--- config.mk ---
export PLATFORM = sky130hd
export DESIGN_NAME = scsd_ctrl
export DESIGN_NICKNAME = d
export VERILOG_FILES = /design/src/scsd_pkg.sv /design/src/scsd_ctrl.sv
export VERILOG_INCLUDE_DIRS = /design/src /design/src/src
export SDC_FILE = /design/constraint.sdc
export NUM_CORES = 1
export LEC_CHECK = 0
export BUFFER_PORTS_ARGS = -buffer_cell sky130_fd_sc_hd__buf_2
export CAP_MARGIN = 10
export CORE_MARGIN = 4
export CORE_UTILIZATION = 45
export DETAILED_ROUTE_END_ITERATION = 10
export PLACE_DENSITY = 0.67
export SLEW_MARGIN = 40
export SYNTH_ARGS = -nofsm -noshare
export SYNTH_HDL_FRONTEND = slang
export SYNTH_SLANG_ARGS = --single-unit
--- constraint.sdc ---
create_clock -name clk -period 3.9 [get_ports clk]
set_input_delay 0.78 -clock clk [delete_from_list [all_inputs] [get_ports clk]]
set_output_delay 0.78 -clock clk [all_outputs]
set_load 0.1 [all_outputs]
--- src/stepped_carrier_scan_detector_unit_defines.svh ---
`ifndef STEPPED_CARRIER_SCAN_DETECTOR_UNIT_DEFINES_SVH
`define STEPPED_CARRIER_SCAN_DETECTOR_UNIT_DEFINES_SVH

// Checks a property on every rising clock edge outside reset.
`define SCSD_ASSERT(lbl, prop, msg) \
	lbl: assert property (@(posedge clk) disable iff (!arst_n) prop) else $error(msg);

// Checks that a condition is followed by another one in the next cycle.
`define SCSD_ASSERT_NEXT(lbl, cond, nxt, msg) \
	lbl: assert property (@(posedge clk) disable iff (!arst_n) (cond) |=> (nxt)) else $error(msg);

`endif

--- src/scsd_pkg.sv ---
package scsd_pkg;

	localparam int STEP_W   = 7;
	localparam int TOTAL_W  = 8;
	localparam int BLK_MAX  = 1024;
	localparam int CNT_W    = 11;
	localparam int SUM_W    = 26;
	localparam int SQ_W     = 44;
	localparam int DIV_W    = 44;
	localparam int V_W      = 46;
	localparam int NSUM_W   = 39;
	localparam int OUT_W    = 152;
	localparam int CFG_IDX_W = 3;

	localparam logic [1:0] OP_SAMPLE = 2'd0;
	localparam logic [1:0] OP_TICK   = 2'd1;
	localparam logic [1:0] OP_RESCAN = 2'd2;

	localparam logic [CFG_IDX_W-1:0] REG_START = 3'd0;
	localparam logic [CFG_IDX_W-1:0] REG_STOP  = 3'd1;
	localparam logic [CFG_IDX_W-1:0] REG_STEP  = 3'd2;
	localparam logic [CFG_IDX_W-1:0] REG_DWELL = 3'd3;
	localparam logic [CFG_IDX_W-1:0] REG_DELAY = 3'd4;

	typedef logic [4:0] cmd_t;

	localparam cmd_t CMD_NONE       = 5'd0;
	localparam cmd_t CMD_SAMPLE     = 5'd1;
	localparam cmd_t CMD_TICK       = 5'd2;
	localparam cmd_t CMD_START      = 5'd3;
	localparam cmd_t CMD_DIV_STEPS  = 5'd4;
	localparam cmd_t CMD_TAKE_STEPS = 5'd5;
	localparam cmd_t CMD_DIV_MI     = 5'd6;
	localparam cmd_t CMD_TAKE_MI    = 5'd7;
	localparam cmd_t CMD_DIV_MQ     = 5'd8;
	localparam cmd_t CMD_TAKE_MQ    = 5'd9;
	localparam cmd_t CMD_MUL_A      = 5'd10;
	localparam cmd_t CMD_MUL_B      = 5'd11;
	localparam cmd_t CMD_MUL_C      = 5'd12;
	localparam cmd_t CMD_MUL_D      = 5'd13;
	localparam cmd_t CMD_MUL_E      = 5'd14;
	localparam cmd_t CMD_MUL_F      = 5'd15;
	localparam cmd_t CMD_MUL_G      = 5'd16;
	localparam cmd_t CMD_DIV_VAR    = 5'd17;
	localparam cmd_t CMD_TAKE_VAR   = 5'd18;
	localparam cmd_t CMD_DIV_AVG    = 5'd19;
	localparam cmd_t CMD_TAKE_AVG   = 5'd20;
	localparam cmd_t CMD_MUL_STEP   = 5'd21;
	localparam cmd_t CMD_SET_LO     = 5'd22;
	localparam cmd_t CMD_DIV_NOISE  = 5'd23;
	localparam cmd_t CMD_TAKE_NOISE = 5'd24;
	localparam cmd_t CMD_DECIDE     = 5'd25;
	localparam cmd_t CMD_FINISH     = 5'd26;
	localparam cmd_t CMD_OUT        = 5'd27;

	typedef struct packed {
		logic [1:0] op;
		logic       scanning;
		logic       blk_end;
		logic       last;
		logic       restart_ok;
		logic       steps_div;
		logic       div_done;
		logic       dwell_reached;
		logic       more_steps;
		logic       noise_zero;
		logic       out_free;
	} stat_t;

endpackage

--- src/scsd_ctrl.sv ---
`include "stepped_carrier_scan_detector_unit_defines.svh"

module scsd_ctrl import scsd_pkg::*; (
	input  logic  clk,
	input  logic  arst_n,
	input  logic  in_valid,
	output logic  in_ready,
	input  stat_t stat,
	output cmd_t  cmd
);

	localparam logic [4:0] ST_IDLE     = 5'd0;
	localparam logic [4:0] ST_DISP     = 5'd1;
	localparam logic [4:0] ST_STEPS    = 5'd2;
	localparam logic [4:0] ST_W_STEPS  = 5'd3;
	localparam logic [4:0] ST_DIV_MI   = 5'd4;
	localparam logic [4:0] ST_W_MI     = 5'd5;
	localparam logic [4:0] ST_DIV_MQ   = 5'd6;
	localparam logic [4:0] ST_W_MQ     = 5'd7;
	localparam logic [4:0] ST_MA       = 5'd8;
	localparam logic [4:0] ST_MB       = 5'd9;
	localparam logic [4:0] ST_MC       = 5'd10;
	localparam logic [4:0] ST_MD       = 5'd11;
	localparam logic [4:0] ST_ME       = 5'd12;
	localparam logic [4:0] ST_MF       = 5'd13;
	localparam logic [4:0] ST_MG       = 5'd14;
	localparam logic [4:0] ST_DIV_VAR  = 5'd15;
	localparam logic [4:0] ST_W_VAR    = 5'd16;
	localparam logic [4:0] ST_CHK      = 5'd17;
	localparam logic [4:0] ST_W_AVG    = 5'd18;
	localparam logic [4:0] ST_MUL_STEP = 5'd19;
	localparam logic [4:0] ST_SET_LO   = 5'd20;
	localparam logic [4:0] ST_NOISE    = 5'd21;
	localparam logic [4:0] ST_W_NOISE  = 5'd22;
	localparam logic [4:0] ST_DECIDE   = 5'd23;
	localparam logic [4:0] ST_FINISH   = 5'd24;
	localparam logic [4:0] ST_OUT      = 5'd25;

	logic [4:0] state_q, state_d;

	always_comb begin
		state_d = state_q;
		cmd     = CMD_NONE;
		case (state_q)
			ST_IDLE: begin
				if (in_valid) begin
					state_d = ST_DISP;
				end
			end
			ST_DISP: begin
				state_d = ST_OUT;
				case (stat.op)
					OP_SAMPLE: begin
						if (stat.scanning) begin
							cmd = CMD_SAMPLE;
							if (stat.blk_end) begin
								state_d = ST_DIV_MI;
							end
						end else if (stat.last && stat.restart_ok) begin
							cmd     = CMD_START;
							state_d = ST_STEPS;
						end
					end
					OP_TICK: begin
						cmd = CMD_TICK;
					end
					OP_RESCAN: begin
						cmd     = CMD_START;
						state_d = ST_STEPS;
					end
					default: begin
					end
				endcase
			end
			ST_STEPS: begin
				if (stat.steps_div) begin
					cmd     = CMD_DIV_STEPS;
					state_d = ST_W_STEPS;
				end else begin
					state_d = ST_OUT;
				end
			end
			ST_W_STEPS: begin
				if (stat.div_done) begin
					cmd     = CMD_TAKE_STEPS;
					state_d = ST_OUT;
				end
			end
			ST_DIV_MI: begin
				cmd     = CMD_DIV_MI;
				state_d = ST_W_MI;
			end
			ST_W_MI: begin
				if (stat.div_done) begin
					cmd     = CMD_TAKE_MI;
					state_d = ST_DIV_MQ;
				end
			end
			ST_DIV_MQ: begin
				cmd     = CMD_DIV_MQ;
				state_d = ST_W_MQ;
			end
			ST_W_MQ: begin
				if (stat.div_done) begin
					cmd     = CMD_TAKE_MQ;
					state_d = ST_MA;
				end
			end
			ST_MA: begin
				cmd     = CMD_MUL_A;
				state_d = ST_MB;
			end
			ST_MB: begin
				cmd     = CMD_MUL_B;
				state_d = ST_MC;
			end
			ST_MC: begin
				cmd     = CMD_MUL_C;
				state_d = ST_MD;
			end
			ST_MD: begin
				cmd     = CMD_MUL_D;
				state_d = ST_ME;
			end
			ST_ME: begin
				cmd     = CMD_MUL_E;
				state_d = ST_MF;
			end
			ST_MF: begin
				cmd     = CMD_MUL_F;
				state_d = ST_MG;
			end
			ST_MG: begin
				cmd     = CMD_MUL_G;
				state_d = ST_DIV_VAR;
			end
			ST_DIV_VAR: begin
				cmd     = CMD_DIV_VAR;
				state_d = ST_W_VAR;
			end
			ST_W_VAR: begin
				if (stat.div_done) begin
					cmd     = CMD_TAKE_VAR;
					state_d = ST_CHK;
				end
			end
			ST_CHK: begin
				if (stat.dwell_reached) begin
					cmd     = CMD_DIV_AVG;
					state_d = ST_W_AVG;
				end else begin
					state_d = ST_OUT;
				end
			end
			ST_W_AVG: begin
				if (stat.div_done) begin
					cmd     = CMD_TAKE_AVG;
					state_d = stat.more_steps ? ST_MUL_STEP : ST_NOISE;
				end
			end
			ST_MUL_STEP: begin
				cmd     = CMD_MUL_STEP;
				state_d = ST_SET_LO;
			end
			ST_SET_LO: begin
				cmd     = CMD_SET_LO;
				state_d = ST_OUT;
			end
			ST_NOISE: begin
				if (stat.noise_zero) begin
					state_d = ST_DECIDE;
				end else begin
					cmd     = CMD_DIV_NOISE;
					state_d = ST_W_NOISE;
				end
			end
			ST_W_NOISE: begin
				if (stat.div_done) begin
					cmd     = CMD_TAKE_NOISE;
					state_d = ST_DECIDE;
				end
			end
			ST_DECIDE: begin
				cmd     = CMD_DECIDE;
				state_d = ST_FINISH;
			end
			ST_FINISH: begin
				cmd     = CMD_FINISH;
				state_d = ST_OUT;
			end
			ST_OUT: begin
				if (stat.out_free) begin
					cmd     = CMD_OUT;
					state_d = ST_IDLE;
				end
			end
			default: begin
				state_d = ST_IDLE;
			end
		endcase
	end

	always_ff @(posedge clk or negedge arst_n) begin
		if (!arst_n) begin
			state_q <= ST_IDLE;
		end else begin
			state_q <= state_d;
		end
	end

	assign in_ready = state_q == ST_IDLE;

	`SCSD_ASSERT_NEXT(a_accept_dispatch, in_valid && in_ready, state_q == ST_DISP, "accepted request not dispatched")
	`SCSD_ASSERT(a_out_free, (cmd == CMD_OUT) |-> stat.out_free, "result written over a pending one")
	`SCSD_ASSERT(a_div_expected, stat.div_done |-> (state_q == ST_W_STEPS || state_q == ST_W_MI || state_q == ST_W_MQ || state_q == ST_W_VAR || state_q == ST_W_AVG || state_q == ST_W_NOISE), "divider finished outside a wait state")
	`SCSD_ASSERT_NEXT(a_out_to_idle, cmd == CMD_OUT, in_ready, "controller did not return to idle after a result")

endmodule

==> results by group, run 1 <==
STA
  – Final period util: about four fifths
  – Hold Violations, Final: 0
  – TNS Setup: 0 ns
  – Max-slew headroom: roughly 59%
  – Clock skew: 0.00241 ns
  – Setup violations, final: 0
  – Fmax achieved: between 300 and 400 MHz
  – Worst-Margin Slew: approximately 0.6 ns
  – Slew Limit Fails: 0
  – Post-layout min period: a little over 3 ns
  – RSZ-0062 raised after global routing: false

Worst setup path
  – CP Class: flip-flop to output pin
  – WP data required: between 3 and 4 ns
  – WP data arrival: 2.32 ns
  – Flop2flop setup slack: between 1.5 and 2 ns
  – R2R cell count: 4
  – CP Launch Type: flip-flop
  – Worst-path maximum fanout: 22
  – R2R Path End: state_q[4]
  – CP endpoint kind: output pin
  – Reg2reg start: state_q[1]

Synthesis
  – EDFF count, synth: 0
  – Area leader, netlist: dfrtp_1
  – Ys flop type: dfrtp_1
  – Cells after Synth: 140
  – Yosys cell types: 52
  – Yosys top cell area share: between 10% and 20%
  – Mapped cell area: between 0.001 and 0.0015 mm²
  – Ys Warns: 0
  – Synth Area per Inst: around 7.7 µm²
  – Seq/Total Area, Yosys: between 10% and 20%
  – Post-synth net total: ~160
  – Synth top area cells: dfrtp_1 (12%), buf_6 (7.4%), a21oi_1 (5.6%), o21ai_0 (5.1%), nand2b_1 (4.1%)
  – Synthesized flop and latch total: 5
  – Ys async rst share: 100%

Clocking
  – CTS sink count: 5
  – CTS max path bufs: 2
  – Gates resized, CTS repair: 0
  – CTS Hold Bufs: 0
  – CTS Root Cell: clkbuf_4
  – Reg clk slew, reported paths: 0.04 ns
  – H-tree depth: 1
  – # Post-CTS Setup Buffers: 0
  – CTS tree: done
  – TritonCTS Buffers: 3
  – Worst-Skew Late Latency: about 0.24 ns

Placed design
  – HPWL reported at the end of detailed placement: 2170 µm
  – Port Buf Inserts: 20
  – Cell total after placement: between 150 and 200
  – Placer congestion estimate: about 0.84

Finish
  – Share of layout cells above drive strength 1: a little over a quarter
  – Commonest non-fill, non-tap cell in the layout: buf_2
  – Layout Cells excl Fill: 183
  – Fill cells: about 240
  – Max reg flops: 5
  – Reg with most FFs: state_q
  – Largest registers: state_q x5
  – Ant. Diodes: 0
  – Most frequent cells in the layout: buf_2 (20), a21oi_1 (12), o21ai_0 (10), nand2_1 (10), nand2b_1 (7)
  – Final nets: approximately 170
  – Layout Area Growth over Synthesis: 7.23%

Routing
  – DRC errors left: 0
  – Vias per cell: between 6 and 7
  – Routed wire length: roughly 2900 µm
  – DR iter-0 viols: approximately 50
  – Drt pass-1 iters: 5
  – Routed Antenna Nets: 0
  – WL per Instance: 15.7 µm
  – Vias: about 1100

GRT
  – Global-route wire length before repair: around 4700 µm
  – Initial antenna violation count: 0
  – Vias in the first global route: 1042
  – GR Util All Layers: between 10% and 20%
  – Largest net degree at the start of global routing: 23
  – Grt ovf: 0

Die
  – Die area: around 0.0032 mm²
  – Boundary Pins: 21
  – Die Width: between 50 and 60 µm
  – Starting density of the core: around half
  – Die height: approximately 57 µm
  – Row count: 17
  – Core footprint: between 0.002 and 0.0025 mm²

Worst hold path
  – Hold Crit Class: input pin to async pin

Run
  – Max-Cap Viols: 0

Status
  – Status: complete, no violations
[kinds of logic after synthesis]
logic type / count (synthesis) / share of synthesized area (%)
XOR/XNOR: 1 / 0.817
flip-flops: 5 / 11.7
adder cells (fa/ha/maj): 3 / 3.50
AO/OA/AOI/OAI: 53 / 34.4
AND/OR/NAND/NOR: 55 / 32.1
multiplexers: 4 / 4.78
buffers and inverters: 19 / 12.7
[final cells by class]
type / count / area (µm²) / share of cell area (%)
tap: 28 / 35.0 / 3.05
timing repair buffer: 24 / 130 / 11.3
sequential: 5 / 125 / 10.9
inverter: 6 / 22.5 / 1.96
clock buffer: 4 / 26.3 / 2.29
multi-input combinational: 116 / 811 / 70.5
[cell usage after synthesis, types with 3 or more instances]
cell and instances:
buf_6 7, a21oi_1 12, nor3_1 5, o22ai_1 5, buf_2 4, o21ai_1 4, nor2b_1 6, ha_1 3
dfrtp_1 5, nand2_1 10, inv_1 5, nor3b_1 3, nor2_1 5, o21ai_0 11, nand2b_1 7, nand3_1 5
[worst max-delay path by stage]
stage                     from  endpoint  slack [ns]
global route        state_q[3]    cmd[1]        0.63
finish              state_q[1]    cmd[0]        0.80
floorplan           state_q[2]    cmd[2]       0.006
global placement      stat[10]    cmd[1]        1.12
detailed placement    stat[10]    cmd[1]        1.03
CTS                 state_q[1]    cmd[0]        0.82
[layer usage]
metal	vias to the layer above	share of wire, %	global-route usage [%]	wire [µm]
met3	7	6.7	3.22	191
li1	557	-	-	-
met2	46	48	29.4	1390
met4	0	1.6	5.30	46
met1	537	43	23.3	1240
met5	-	0	0	0
[stage by stage]
step / util, % / hold WS (ns) / worst slack (ns) / cell area [µm²]
finish: 51.5 / 0.344 / 0.796 / 1150
global placement: 50.3 / 0.598 / 1.12 / 1120
CTS: 51.5 / 0.344 / 0.821 / 1150
floorplan: - / 0.484 / 0.00612 / 1070
detailed placement: 50.3 / 0.598 / 1.03 / 1120
global route: 51.5 / 0.340 / 0.635 / 1150
[critical path, stage by stage (launching register included)]
cell,delay (ns)
dfrtp_1,0.59
nand2b_1,0.31
or4_1,0.53
o311a_1,0.13
o21ai_1,0.08
buf_2,0.44
Power of run 1 is left out: the tool's default activity adds up to more than one toggle a clock period on the data nets, which glitch-free logic cannot reach.
==> inputs of run 2 (changes only) <==
Settings changed: PLACE_DENSITY 0.67 to 0.7.
Clock period 3.9 ns to 2.72 ns, I/O delays scaled along.
==> results by group, run 2 (synthesized netlist as in run 1, its figures left out) <==
Clocking
  – TritonCTS Buffers: 3
  – CTS tree: done
  – CTS max path bufs: 2
  – # Post-CTS Setup Buffers: 0
  – CTS Root Cell: clkbuf_4
  – H-tree depth: 1
  – Worst-Skew Late Latency: 0.25 ns
  – Reg clk slew, reported paths: around 0.050 ns
  – CTS sink count: 5

STA
  – PnR worst setup slack: roughly 0.19 ns
  – Max-slew headroom: about two thirds
  – RSZ-0062 raised after global routing: false
  – Slew Limit Fails: 0
  – Post-layout min period: approximately 2.5 ns
  – Hold Violations, Final: 0
  – Final period util: between 90 and 100%
  – Clock skew: 0.00563 ns
  – Fmax achieved: 394 MHz
  – Worst-Margin Slew: 0.481 ns
  – Setup violations, final: 0

Worst setup path
  – Critical path cell sequence: buf_4 -> nor3b_2 -> and2_1 -> o21ai_0 -> o21ai_2 -> buf_12
  – WP data arrival: roughly 2.0 ns
  – CP Class: flip-flop to output pin
  – CP endpoint kind: output pin
  – WP data required: approximately 2.2 ns
  – Worst-path maximum fanout: 12
  – Largest stage delay, worst path: between 0.5 and 0.6 ns
  – CP max-delay cell: dfrtp_1
  – CP Launch Type: flip-flop

GRT
  – Grt ovf: 0
  – Initial antenna violation count: 0
  – Global-route wire length before repair: around 5000 µm
  – GR Util All Layers: between 10% and 20%
  – Largest net degree at the start of global routing: 21
  – Vias in the first global route: between 1000 and 1500

Finish
  – Reg with most FFs: state_q
  – Most frequent cells in the layout: buf_2 (15), a21oi_1 (12), nand2_1 (10), o21ai_0 (7), nand2b_1 (7)
  – Ant. Diodes: 0
  – Final nets: 177
  – Max reg flops: 5
  – Largest registers: state_q x5
  – Share of layout cells above drive strength 1: roughly a third
  – Layout Area Growth over Synthesis: 19.4%
  – Commonest non-fill, non-tap cell in the layout: buf_2

Routing
  – DRC errors left: 0
  – Drt pass-1 iters: 5
  – Routed wire length: 2970 µm
  – DR iter-0 viols: 41
  – WL per Instance: between 15 and 20 µm
  – Routed Antenna Nets: 0
  – Vias: between 1000 and 1500
  – Vias per cell: 6.31

Placed design
  – HPWL reported at the end of detailed placement: ~2300 µm
  – Port Buf Inserts: 20
  – Placement Setup Slack: 0.360 ns
  – Placer congestion estimate: between 0.9 and 1

Die
  – Die area: about 0.0032 mm²
  – Row count: 17
  – Die height: about 57 µm
  – Starting density of the core: between 40% and 50%
  – Boundary Pins: 21
  – Core footprint: 0.00223 mm²
  – Die Width: 56.8 µm

Status
  – Status: complete, no violations

Worst hold path
  – Hold Crit Class: input pin to async pin

Run
  – Max-Cap Viols: 0
## run 2: cell types whose count changed in the layout (fill, tap and decap cells not counted), sizes merged
cell,change
buf,+3
## run 2: critical path: cells and delay by family (launching register included)
family	cells	cell delay, ns
DFF	1	0.51
AOI/OAI and AO/OA	2	0.31
buffers and inverters	2	0.45
and+or+nand+nor	2	0.47
## run 2: final timing paths
check,from,end,slack (ns),depth (start not counted)
max,state_q[3],cmd[1],0.19,6
min,arst_n,state_q[4],0.10,1
max reg2reg,state_q[2],state_q[1],0.75,5
min reg2reg,state_q[1],state_q[1],0.76,1
max in group asynchronous,arst_n,state_q[3],2.48,1
min in group clk,state_q[1],state_q[1],0.76,1
## run 2: stage by stage
step / instance area, µm² / instances / TNS (ns) / utilization, % / hold slack [ns]
2_1_floorplan: 1100 / 140 / -0.396 / - / 0.248
4_1_cts: 1270 / 186 / 0 / 57.1 / 0.107
6_report: 1280 / 186 / 0 / 57.3 / 0.103
3_3_place_gp: 1250 / 182 / 0 / 55.9 / 0.367
5_1_grt: 1280 / 186 / 0 / 57.3 / 0.104
3_5_place_dp: 1250 / 182 / 0 / 55.9 / 0.369
## run 2: layout make-up
| class | instances | area, µm² |
|---|---|---|
| Tap cell | 28 | 35.0 |
| Multi-Input combinational cell | 116 | 831 |
| Inverter | 6 | 22.5 |
| Timing Repair Buffer | 27 | 240 |
| Sequential cell | 5 | 125 |
| Clock buffer | 4 | 26.3 |
| Fill cell | 218 | 953 |
## run 2: routing by layer
metal,wire [µm],global-route usage [%]
met2,1410,31.4
met1,1230,25.3
met4,77,4.97
met3,248,3.22
met5,0,0
## run 2: repair_timing
action                                  4_1_cts  5_1_grt
gates resized for setup                       0        1
hold buffers                                  0        0
endpoints found under the setup margin        0        1
Power of run 2 is left out for the same reason.
